**src/nte_pkg.sv**
```systemverilog
// ============================================================================
// nte_pkg: shared types and constants of the noise threshold estimator
// Widths of the accumulators and the control structs between the sequencer
// and the shared divide / square root unit.
// ============================================================================
`default_nettype none

package nte_pkg;

    localparam int MAX_WINDOW = 1024;
    localparam int LEN_W      = 11;   // window length register width
    localparam int COUNT_W    = 10;   // samples held before the closing one
    localparam int SAMPLE_W   = 16;
    localparam int SUM_W      = 27;
    localparam int SUMSQ_W    = 41;
    localparam int SQ_W       = 31;
    localparam int TOTAL_W    = 42;
    localparam int RAD_W      = 32;
    localparam int ROOT_W     = 16;
    localparam int REM_W      = 18;
    localparam int SUB_W      = 20;
    localparam int STEP_W     = 6;

    localparam logic [STEP_W-1:0] DIV_STEPS  = STEP_W'(TOTAL_W);
    localparam logic [STEP_W-1:0] ROOT_STEPS = STEP_W'(ROOT_W);

    localparam logic OP_DIV  = 1'b0;
    localparam logic OP_ROOT = 1'b1;

    typedef struct packed {
        logic start;
        logic op;
    } iter_req_t;

    typedef struct packed {
        logic busy;
        logic done;
    } iter_sts_t;

endpackage

`default_nettype wire

```
**src/nte_iter.sv**
```systemverilog
// ============================================================================
// nte_iter: shared iterative divide and square root unit
// Restoring division of a 42-bit dividend by an 11-bit divisor, one quotient
// bit per cycle, or a digit-by-digit floor square root of a 32-bit value,
// one root bit per cycle. Both share one subtract-and-compare.
// ============================================================================
`default_nettype none

module nte_iter
    import nte_pkg::*;
(
    input  wire logic               aclk,
    input  wire logic               aresetn,
    input  wire iter_req_t          req,
    input  wire logic [TOTAL_W-1:0] operand,
    input  wire logic [LEN_W-1:0]   divisor,
    output iter_sts_t               sts,
    output logic [TOTAL_W-1:0]      quotient,
    output logic [ROOT_W-1:0]       root
);

    logic                busy_reg, busy_next;
    logic                done_reg, done_next;
    logic                op_reg, op_next;
    logic [STEP_W-1:0]   cnt_reg, cnt_next;
    logic [TOTAL_W-1:0]  work_reg, work_next;
    logic [REM_W-1:0]    rem_reg, rem_next;
    logic [ROOT_W-1:0]   root_reg, root_next;
    logic [LEN_W-1:0]    div_reg, div_next;

    logic [SUB_W-1:0]    op_a, op_b;
    logic [SUB_W:0]      diff;
    logic                ge;

    // The one shared subtractor: divide compares the shifted remainder with
    // the divisor, the root compares it with 4*root + 1.
    always_comb begin
        if (op_reg == OP_ROOT) begin
            op_a = {rem_reg, work_reg[TOTAL_W-1 -: 2]};
            op_b = {2'b00, root_reg, 2'b01};
        end else begin
            op_a = {8'b0, rem_reg[LEN_W-1:0], work_reg[TOTAL_W-1]};
            op_b = {9'b0, div_reg};
        end
        diff = {1'b0, op_a} - {1'b0, op_b};
        ge   = ~diff[SUB_W];
    end

    always_comb begin
        busy_next = busy_reg;
        done_next = 1'b0;
        op_next   = op_reg;
        cnt_next  = cnt_reg;
        work_next = work_reg;
        rem_next  = rem_reg;
        root_next = root_reg;
        div_next  = div_reg;
        if (req.start && !busy_reg) begin
            busy_next = 1'b1;
            op_next   = req.op;
            rem_next  = '0;
            root_next = '0;
            div_next  = divisor;
            if (req.op == OP_ROOT) begin
                work_next = {operand[RAD_W-1:0], (TOTAL_W-RAD_W)'(0)};
                cnt_next  = ROOT_STEPS;
            end else begin
                work_next = operand;
                cnt_next  = DIV_STEPS;
            end
        end else if (busy_reg) begin
            rem_next = ge ? diff[REM_W-1:0] : op_a[REM_W-1:0];
            if (op_reg == OP_ROOT) begin
                work_next = {work_reg[TOTAL_W-3:0], 2'b00};
                root_next = {root_reg[ROOT_W-2:0], ge};
            end else begin
                work_next = {work_reg[TOTAL_W-2:0], ge};
            end
            cnt_next = cnt_reg - STEP_W'(1);
            if (cnt_reg == STEP_W'(1)) begin
                busy_next = 1'b0;
                done_next = 1'b1;
            end
        end
    end

    always_ff @(posedge aclk) begin
        if (!aresetn) begin
            busy_reg <= 1'b0;
            done_reg <= 1'b0;
            cnt_reg  <= '0;
        end else begin
            busy_reg <= busy_next;
            done_reg <= done_next;
            cnt_reg  <= cnt_next;
        end
    end

    always_ff @(posedge aclk) begin
        op_reg   <= op_next;
        work_reg <= work_next;
        rem_reg  <= rem_next;
        root_reg <= root_next;
        div_reg  <= div_next;
    end

    assign sts.busy = busy_reg;
    assign sts.done = done_reg;
    assign quotient = work_reg;
    assign root     = root_reg;

endmodule

`default_nettype wire

```
**src/noise_threshold_estimator.sv**
```systemverilog
// ============================================================================
// noise_threshold_estimator: mean plus two sigma noise threshold
// Collects a window of audio samples and reports mean, deviation and the
// noise level mean + 2 * deviation once per window.
// ============================================================================
// Usage:
// Samples enter on the s_ channel (s_valid / s_ready / s_sample). One result
// item leaves on the m_ channel for every completed window, carrying
// m_noise_level, m_window_mean and m_deviation. The window length is written
// on the cfg_ channel (cfg_valid / cfg_ready / cfg_window_len); cfg_ready is
// always high. A length of zero acts as 1 and lengths above 1024 act as 1024.
// A sample that does not close the window keeps s_ready low after its
// acceptance while it is squared and then accumulated, so the block takes no
// new sample before it is through with the last. The closing sample's result
// item waits on the shared divide / root unit after the sample is accepted:
// two 42-step divisions (mean, then variance) and a 16-step square root, plus
// the multiply and handoff states between them; s_ready returns with it.
// Reset (aresetn low at a clock edge) clears the window, drops any pending
// result item and sets the window length to 1024.
// The result sits in an output register, so the next window's samples are
// accepted while it waits; only if a second window closes before the first
// result is taken does the block hold in its output state.
// ============================================================================
`default_nettype none

module noise_threshold_estimator
    import nte_pkg::*;
(
    input  wire logic                       aclk,
    input  wire logic                       aresetn,
    input  wire logic                       s_valid,
    output logic                            s_ready,
    input  wire logic signed [SAMPLE_W-1:0] s_sample,
    output logic                            m_valid,
    input  wire logic                       m_ready,
    output logic signed [SAMPLE_W-1:0]      m_noise_level,
    output logic signed [SAMPLE_W-1:0]      m_window_mean,
    output logic [ROOT_W-1:0]               m_deviation,
    input  wire logic                       cfg_valid,
    output logic                            cfg_ready,
    input  wire logic [LEN_W-1:0]           cfg_window_len
);

    // Sequencer states.
    localparam logic [3:0] ST_IDLE   = 4'd0;
    localparam logic [3:0] ST_SQ     = 4'd1;
    localparam logic [3:0] ST_ACC    = 4'd2;
    localparam logic [3:0] ST_MSTART = 4'd3;
    localparam logic [3:0] ST_MWAIT  = 4'd4;
    localparam logic [3:0] ST_P1     = 4'd5;
    localparam logic [3:0] ST_P2     = 4'd6;
    localparam logic [3:0] ST_P3     = 4'd7;
    localparam logic [3:0] ST_P4     = 4'd8;
    localparam logic [3:0] ST_VSTART = 4'd9;
    localparam logic [3:0] ST_VWAIT  = 4'd10;
    localparam logic [3:0] ST_RSTART = 4'd11;
    localparam logic [3:0] ST_RWAIT  = 4'd12;
    localparam logic [3:0] ST_OUT    = 4'd13;

    logic [3:0]                  state_reg, state_next;
    logic [COUNT_W-1:0]          count_reg, count_next;
    logic signed [SUM_W-1:0]     sum_reg, sum_next;
    logic [SUMSQ_W-1:0]          sumsq_reg, sumsq_next;
    logic                        m_valid_reg, m_valid_next;
    logic [LEN_W-1:0]            wlen_reg;

    // Datapath registers, no reset needed.
    logic signed [SAMPLE_W-1:0]  x_reg;
    logic [LEN_W-1:0]            n_reg;
    logic [SQ_W-1:0]             sq_reg;
    logic signed [SAMPLE_W-1:0]  mean_reg;
    logic signed [SUM_W-1:0]     nm_reg;
    logic signed [SUM_W:0]       t_reg;
    logic signed [43:0]          p_reg;
    logic [TOTAL_W-1:0]          total_reg;
    logic [ROOT_W-1:0]           dev_reg;
    logic signed [SAMPLE_W-1:0]  noise_out_reg, mean_out_reg;
    logic [ROOT_W-1:0]           dev_out_reg;

    logic [LEN_W-1:0]            eff_len;
    logic                        load_out;
    logic signed [31:0]          sq_full;
    logic [SUM_W-1:0]            abs_sum;
    logic [ROOT_W-1:0]           quot_lo;
    logic signed [SAMPLE_W-1:0]  mean_calc;
    logic signed [SUM_W:0]       nm_full;
    logic signed [43:0]          p_full;
    logic [43:0]                 total_full;
    logic signed [17:0]          noise_sum;
    logic signed [SAMPLE_W-1:0]  noise_sat;

    iter_req_t                   iter_req;
    iter_sts_t                   iter_sts;
    logic [TOTAL_W-1:0]          iter_operand;
    logic [TOTAL_W-1:0]          iter_quot;
    logic [ROOT_W-1:0]           iter_root;

    nte_iter u_iter (
        .aclk     (aclk),
        .aresetn  (aresetn),
        .req      (iter_req),
        .operand  (iter_operand),
        .divisor  (n_reg),
        .sts      (iter_sts),
        .quotient (iter_quot),
        .root     (iter_root)
    );

    // Effective window length: zero acts as one, large values clamp.
    always_comb begin
        if (wlen_reg == '0) begin
            eff_len = LEN_W'(1);
        end else if (wlen_reg > LEN_W'(MAX_WINDOW)) begin
            eff_len = LEN_W'(MAX_WINDOW);
        end else begin
            eff_len = wlen_reg;
        end
    end

    // Arithmetic between the sequencer's registers. The squared deviation
    // total uses sumsq - mean * (2 * sum - n * mean), which equals the exact
    // identity sumsq - 2 * mean * sum + n * mean^2.
    always_comb begin
        sq_full    = x_reg * x_reg;
        abs_sum    = sum_reg[SUM_W-1] ? SUM_W'(-sum_reg) : SUM_W'(sum_reg);
        quot_lo    = iter_quot[ROOT_W-1:0];
        mean_calc  = sum_reg[SUM_W-1] ? SAMPLE_W'(-quot_lo) : SAMPLE_W'(quot_lo);
        nm_full    = $signed({1'b0, n_reg}) * mean_reg;
        p_full     = mean_reg * t_reg;
        total_full = {3'b000, sumsq_reg} - p_reg;
        noise_sum  = {{2{mean_reg[SAMPLE_W-1]}}, mean_reg} + $signed({1'b0, dev_reg, 1'b0});
        if (!noise_sum[17] && noise_sum[16:15] != 2'b00) begin
            noise_sat = 16'sh7FFF;
        end else if (noise_sum[17] && noise_sum[16:15] != 2'b11) begin
            noise_sat = -16'sh8000;
        end else begin
            noise_sat = noise_sum[15:0];
        end
    end

    // Operand for the shared unit depends on which job is being started.
    always_comb begin
        unique case (state_reg)
            ST_VSTART: iter_operand = total_reg;
            ST_RSTART: iter_operand = {(TOTAL_W-RAD_W)'(0), iter_quot[RAD_W-1:0]};
            default:   iter_operand = {(TOTAL_W-SUM_W)'(0), abs_sum};
        endcase
    end

    always_comb begin
        state_next   = state_reg;
        count_next   = count_reg;
        sum_next     = sum_reg;
        sumsq_next   = sumsq_reg;
        m_valid_next = m_valid_reg & ~m_ready;
        iter_req     = '0;
        load_out     = 1'b0;
        unique case (state_reg)
            ST_IDLE: begin
                if (s_valid) begin
                    state_next = ST_SQ;
                end
            end
            ST_SQ: begin
                state_next = ST_ACC;
            end
            ST_ACC: begin
                sum_next   = sum_reg + {{(SUM_W-SAMPLE_W){x_reg[SAMPLE_W-1]}}, x_reg};
                sumsq_next = sumsq_reg + {(SUMSQ_W-SQ_W)'(0), sq_reg};
                if (n_reg < eff_len) begin
                    count_next = n_reg[COUNT_W-1:0];
                    state_next = ST_IDLE;
                end else begin
                    state_next = ST_MSTART;
                end
            end
            ST_MSTART: begin
                iter_req.start = 1'b1;
                iter_req.op    = OP_DIV;
                state_next     = ST_MWAIT;
            end
            ST_MWAIT: begin
                if (iter_sts.done) begin
                    state_next = ST_P1;
                end
            end
            ST_P1: state_next = ST_P2;
            ST_P2: state_next = ST_P3;
            ST_P3: state_next = ST_P4;
            ST_P4: state_next = ST_VSTART;
            ST_VSTART: begin
                iter_req.start = 1'b1;
                iter_req.op    = OP_DIV;
                state_next     = ST_VWAIT;
            end
            ST_VWAIT: begin
                if (iter_sts.done) begin
                    state_next = ST_RSTART;
                end
            end
            ST_RSTART: begin
                iter_req.start = 1'b1;
                iter_req.op    = OP_ROOT;
                state_next     = ST_RWAIT;
            end
            ST_RWAIT: begin
                if (iter_sts.done) begin
                    state_next = ST_OUT;
                end
            end
            ST_OUT: begin
                // Wait only while an earlier result item is still unclaimed.
                if (!m_valid_reg || m_ready) begin
                    load_out     = 1'b1;
                    m_valid_next = 1'b1;
                    sum_next     = '0;
                    sumsq_next   = '0;
                    count_next   = '0;
                    state_next   = ST_IDLE;
                end
            end
            default: state_next = ST_IDLE;
        endcase
    end

    always_ff @(posedge aclk) begin
        if (!aresetn) begin
            state_reg   <= ST_IDLE;
            count_reg   <= '0;
            sum_reg     <= '0;
            sumsq_reg   <= '0;
            m_valid_reg <= 1'b0;
            wlen_reg    <= LEN_W'(MAX_WINDOW);
        end else begin
            state_reg   <= state_next;
            count_reg   <= count_next;
            sum_reg     <= sum_next;
            sumsq_reg   <= sumsq_next;
            m_valid_reg <= m_valid_next;
            if (cfg_valid) begin
                wlen_reg <= cfg_window_len;
            end
        end
    end

    always_ff @(posedge aclk) begin
        if (s_valid && s_ready) begin
            x_reg <= s_sample;
            n_reg <= {1'b0, count_reg} + LEN_W'(1);
        end
        if (state_reg == ST_SQ) begin
            sq_reg <= sq_full[SQ_W-1:0];
        end
        if (state_reg == ST_MWAIT && iter_sts.done) begin
            mean_reg <= mean_calc;
        end
        if (state_reg == ST_P1) begin
            nm_reg <= nm_full[SUM_W-1:0];
        end
        if (state_reg == ST_P2) begin
            t_reg <= {sum_reg[SUM_W-1], sum_reg} + {sum_reg[SUM_W-1], sum_reg}
                     - {nm_reg[SUM_W-1], nm_reg};
        end
        if (state_reg == ST_P3) begin
            p_reg <= p_full;
        end
        if (state_reg == ST_P4) begin
            total_reg <= total_full[TOTAL_W-1:0];
        end
        if (state_reg == ST_RWAIT && iter_sts.done) begin
            dev_reg <= iter_root;
        end
        if (load_out) begin
            noise_out_reg <= noise_sat;
            mean_out_reg  <= mean_reg;
            dev_out_reg   <= dev_reg;
        end
    end

    assign s_ready       = (state_reg == ST_IDLE);
    assign cfg_ready     = 1'b1;
    assign m_valid       = m_valid_reg;
    assign m_noise_level = noise_out_reg;
    assign m_window_mean = mean_out_reg;
    assign m_deviation   = dev_out_reg;

    // The sample being added never takes the window past the maximum length,
    // even when the length was lowered below the samples already held.
    a_count_below_len: assert property (@(posedge aclk) disable iff (!aresetn)
        (state_reg == ST_SQ) |-> (n_reg != '0 && n_reg <= LEN_W'(MAX_WINDOW)))
        else $error("window count exceeded the maximum window length");

    // The shared unit only finishes while the sequencer waits for it.
    a_done_in_wait: assert property (@(posedge aclk) disable iff (!aresetn)
        iter_sts.done |-> (state_reg == ST_MWAIT || state_reg == ST_VWAIT
                           || state_reg == ST_RWAIT))
        else $error("shared unit finished outside a wait state");

    // A new result item only comes from the output state, and the
    // accumulators are clear afterward.
    a_result_clears: assert property (@(posedge aclk) disable iff (!aresetn)
        load_out |=> (sum_reg == '0 && sumsq_reg == '0 && count_reg == '0 && m_valid))
        else $error("window not cleared after result");

    a_valid_source: assert property (@(posedge aclk) disable iff (!aresetn)
        (m_valid && !$past(m_valid)) |-> ($past(state_reg) == ST_OUT))
        else $error("result item raised outside the output state");

endmodule

`default_nettype wire
```
**config.mk**
```make
export PLATFORM = sky130hd
export DESIGN_NAME = noise_threshold_estimator
export DESIGN_NICKNAME = d
export VERILOG_FILES = /design/src/nte_pkg.sv /design/src/nte_iter.sv /design/src/noise_threshold_estimator.sv
export SDC_FILE = /design/constraint.sdc
export NUM_CORES = 2
export LEC_CHECK = 0
export BUFFER_PORTS_ARGS = -buffer_cell sky130_fd_sc_hd__buf_2
export CAP_MARGIN = 20
export CORE_MARGIN = 3
export CORE_UTILIZATION = 35
export DETAILED_ROUTE_END_ITERATION = 8
export GPL_TIMING_DRIVEN = 1
export PLACE_DENSITY = 0.6
export SLEW_MARGIN = 15
export SYNTH_ARGS = -nofsm -noshare
export SYNTH_HDL_FRONTEND = slang
export SYNTH_SLANG_ARGS = --single-unit
```
**constraint.sdc**
```tcl
create_clock -name aclk -period 7.77 [get_ports aclk]
set_input_delay 1.1655 -clock aclk [delete_from_list [all_inputs] [get_ports aclk]]
set_output_delay 1.1655 -clock aclk [all_outputs]
set_load 0.05 [all_outputs]
```
==> impl_results.md <==
* Initial drt markers at 3058
* Initial antenna violation count at 4
* Clk sink count at 466
* Starting Density at 35.3%
* CP Class: flip-flop to flip-flop
* ANT cells at 0
* DR vias/cell at ~5.1
* Final setup vio count at 0
* XOR/XNOR Fraction of Synth Area at 4.16%
* Clock Tree Root: clkbuf_16
* PortBufs at 81
* Clock Latency Late Sink at just under 0.7 ns
* Largest family of logic cells by synthesized area: adder cells
* Post-synth EDFFs at 330
* Mean Syn Cell Area at roughly 9.4 um2
* Synth Area in Adders at 37.8%
* TNS Setup at 0 ns
* Vias at between 40000 and 50000
* Ys flop type: edfxtp_1
* Final Non-Filler Cells at 8262
* Cell mode on critical path: fa_1
* Fmax at 133 MHz
* Clock transition at the registers of the reported paths at 0.07 ns
* Chip height at approximately 400 um
* Maxcap violations at 0
* Compound-gate portion of the synthesized area at 10.9%
* Crit. End Element: flip-flop
* Netlist Area Pre-Place at 56900 um2
* Post-synthesis mux area share at 1.90%
* GRT Util Overall at 18.6%
* Worst setup SP type: flip-flop
* Yosys warnings at 0
* Period utilization at a little over nine tenths
* Setup Skew at 0.0602 ns
* Critical path fanouts, max at 23
* Count of cell types in the netlist at 95
* Filler instances at 16100
* WP data required at 8.15 ns
* WL final at 156000 um
* Layout Nets at ~7300
* First-pass GRT wire length at 247000 um
* Slowest stage cell, crit path: edfxtp_1
* Row count at 147
* Area grow syn2layout at 8.93%
* Setup Fix Bufs, Post-CTS at 0
* Placed Instances at 8144
* Register area share after synthesis at ~22%
* CP cell instances: buf_4 > and2_1 > fa_1 > inv_1 > fa_1 > fa_1 > fa_1 > inv_1 > fa_1 > fa_1 > ha_1 > a21oi_1 > o21ai_0 > a21oi_1 > a21oi_1 > o31ai_1 > o21ai_0 > a211o_1 > a21oi_1 > xnor2_1
* Outcome: complete, no violations
* Die width at around 410 um
* TritonRoute pass-1 iters at 5
* Area share of the largest cell type after synthesis at 28.6%
* Area of the multi-input gates at 39200 um2
* CP bufs+invs at 3
* Htree depth at 2
* DP HPWL at 124000 um
* Max Slew Vio Count at 0
* Ratio of cells with drive above 1 in the final layout at 5.87%
* Core outline area at 161000 um2
* Post-synth ARST share at 0%
* Drt wl/cell at between 15 and 20 um
* WP data arrival at 7.91 ns
* Tmin final at roughly 7.5 ns
* Synth area leaders: fa_1, edfxtp_1, ha_1
* Largest net degree at the start of global routing at 75
* Post-CTS Hold Buffers at 0
* Syn_nets at 7288
* Post-DRT Antenna Nets at 0
* Slew headroom at 25.2%
* Leading area contributor after synthesis: fa_1
* Die area at 167000 um2
* RD Place Congestion at 0.910
* Post-CTS sizing at 0
* Worst path max stage delay at between 0.7 and 0.8 ns
* Drc violations at 0
* Hold Path Class: flip-flop to flip-flop
* Hold Vio Cnt, Final at 0
* Final core occ at 38.5%
* Remaining Overflow, GRT at 0
* Worst slew pin tran at 1.11 ns
* Register Area at 12600 um2
* Clock tree buffer depth at 3
* Ports at 83
* Synth Instances at 6026
* FF+latch count, synth at 466
* CP top delay family: adder cells
* Vias in the first global route at 43200
* TritonCTS clock tree: yes
* Num CTS Buffers at 54
* RSZ-0062 raised after global routing: no
* Post-Synth Simple-Gate Area at 14.1%
## worst reg2reg max path, stage by stage (launching register included)
cell and delay [ns]:
edfxtp_1 0.79, buf_4 0.36, and2_1 0.18, fa_1 0.53
inv_1 0.05, fa_1 0.39, fa_1 0.52, fa_1 0.56
inv_1 0.05, fa_1 0.50, fa_1 0.43, ha_1 0.35
a21oi_1 0.16, o21ai_0 0.16, a21oi_1 0.31, a21oi_1 0.20
o31ai_1 0.73, o21ai_0 0.37, a211o_1 0.33, a21oi_1 0.17
xnor2_1 0.09
## cells by family after synthesis
family                   Yosys count
AO/OA/AOI/OAI                    943
XOR/XNOR                         270
adder cells (fa/ha/maj)         1230
buffers and inverters           1354
flip-flops                       466
multiplexers                     106
other                              1
AND/OR/NAND/NOR                 1656
## per-stage QoR
step                cell area [um2]  worst slack [ns]  hold WS (ns)
floorplan                     56900              1.25         0.424
global placement              59900             0.431         0.448
detailed placement            59900             0.356         0.455
CTS                           61800             0.228         0.469
global route                  61900            0.0122         0.497
finish                        61900             0.233         0.463
## area by class of cell
cell class	count	share of cell area [%]
Timing Repair Buffer	202	2.17
Clock inverter	33	0.638
Inverter	1126	6.82
Tap cell	2160	4.36
Sequential cell	466	20.4
Clock buffer	69	2.36
Multi-Input combinational cell	4206	63.3
## cells in the final DEF, fill, tap and decap left out, types with 48 or more instances in the layout
cell type,Yosys,routed
a21o_1,113,113
a21oi_1,250,249
and2_1,333,332
buf_2,2,81
buf_4,3,117
clkbuf_16,0,55
dfxtp_1,136,136
edfxtp_1,330,330
fa_1,813,813
ha_1,417,417
inv_1,1120,1119
mux2i_1,91,91
nand2_1,640,640
nand2b_1,48,48
nand3_1,94,94
nor2_1,272,272
nor3_1,62,58
o21ai_0,194,194
xnor2_1,205,205
xor2_1,65,65
## synth_stat cells (all sizes together), types with 38 or more instances
master,number
a21o,113
a21oi,250
a22oi,47
and2,333
and3,38
clkbuf,210
dfxtp,136
edfxtp,330
fa,813
ha,417
inv,1121
mux2i,91
nand2,640
nand2b,48
nand3,94
nor2,273
nor3,63
o21a,46
o21ai,199
xnor2,205
xor2,65
## path summary, 6_finish.rpt
| path | from | to | slack, ns | cells past startpoint |
|---|---|---|---|---|
| max | mean_reg[4] | p_reg[41] | 0.23 | 20 |
| min | u_iter.rem_reg[12] | u_iter.rem_reg[12] | 0.46 | 2 |
| max reg2reg | mean_reg[4] | p_reg[41] | 0.23 | 20 |
| min reg2reg | u_iter.rem_reg[12] | u_iter.rem_reg[12] | 0.46 | 2 |
## layer usage
metal	part of all wire [%]	global-route usage [%]	vias up
met4	3.6	5.77	0
li1	-	-	19600
met1	44	25.4	21100
met5	0	0	-
met3	5.6	2.36	225
met2	47	30.9	1140
Power is left out: the tool's default activity adds up to more than one toggle a clock period on the data nets, which glitch-free logic cannot reach.
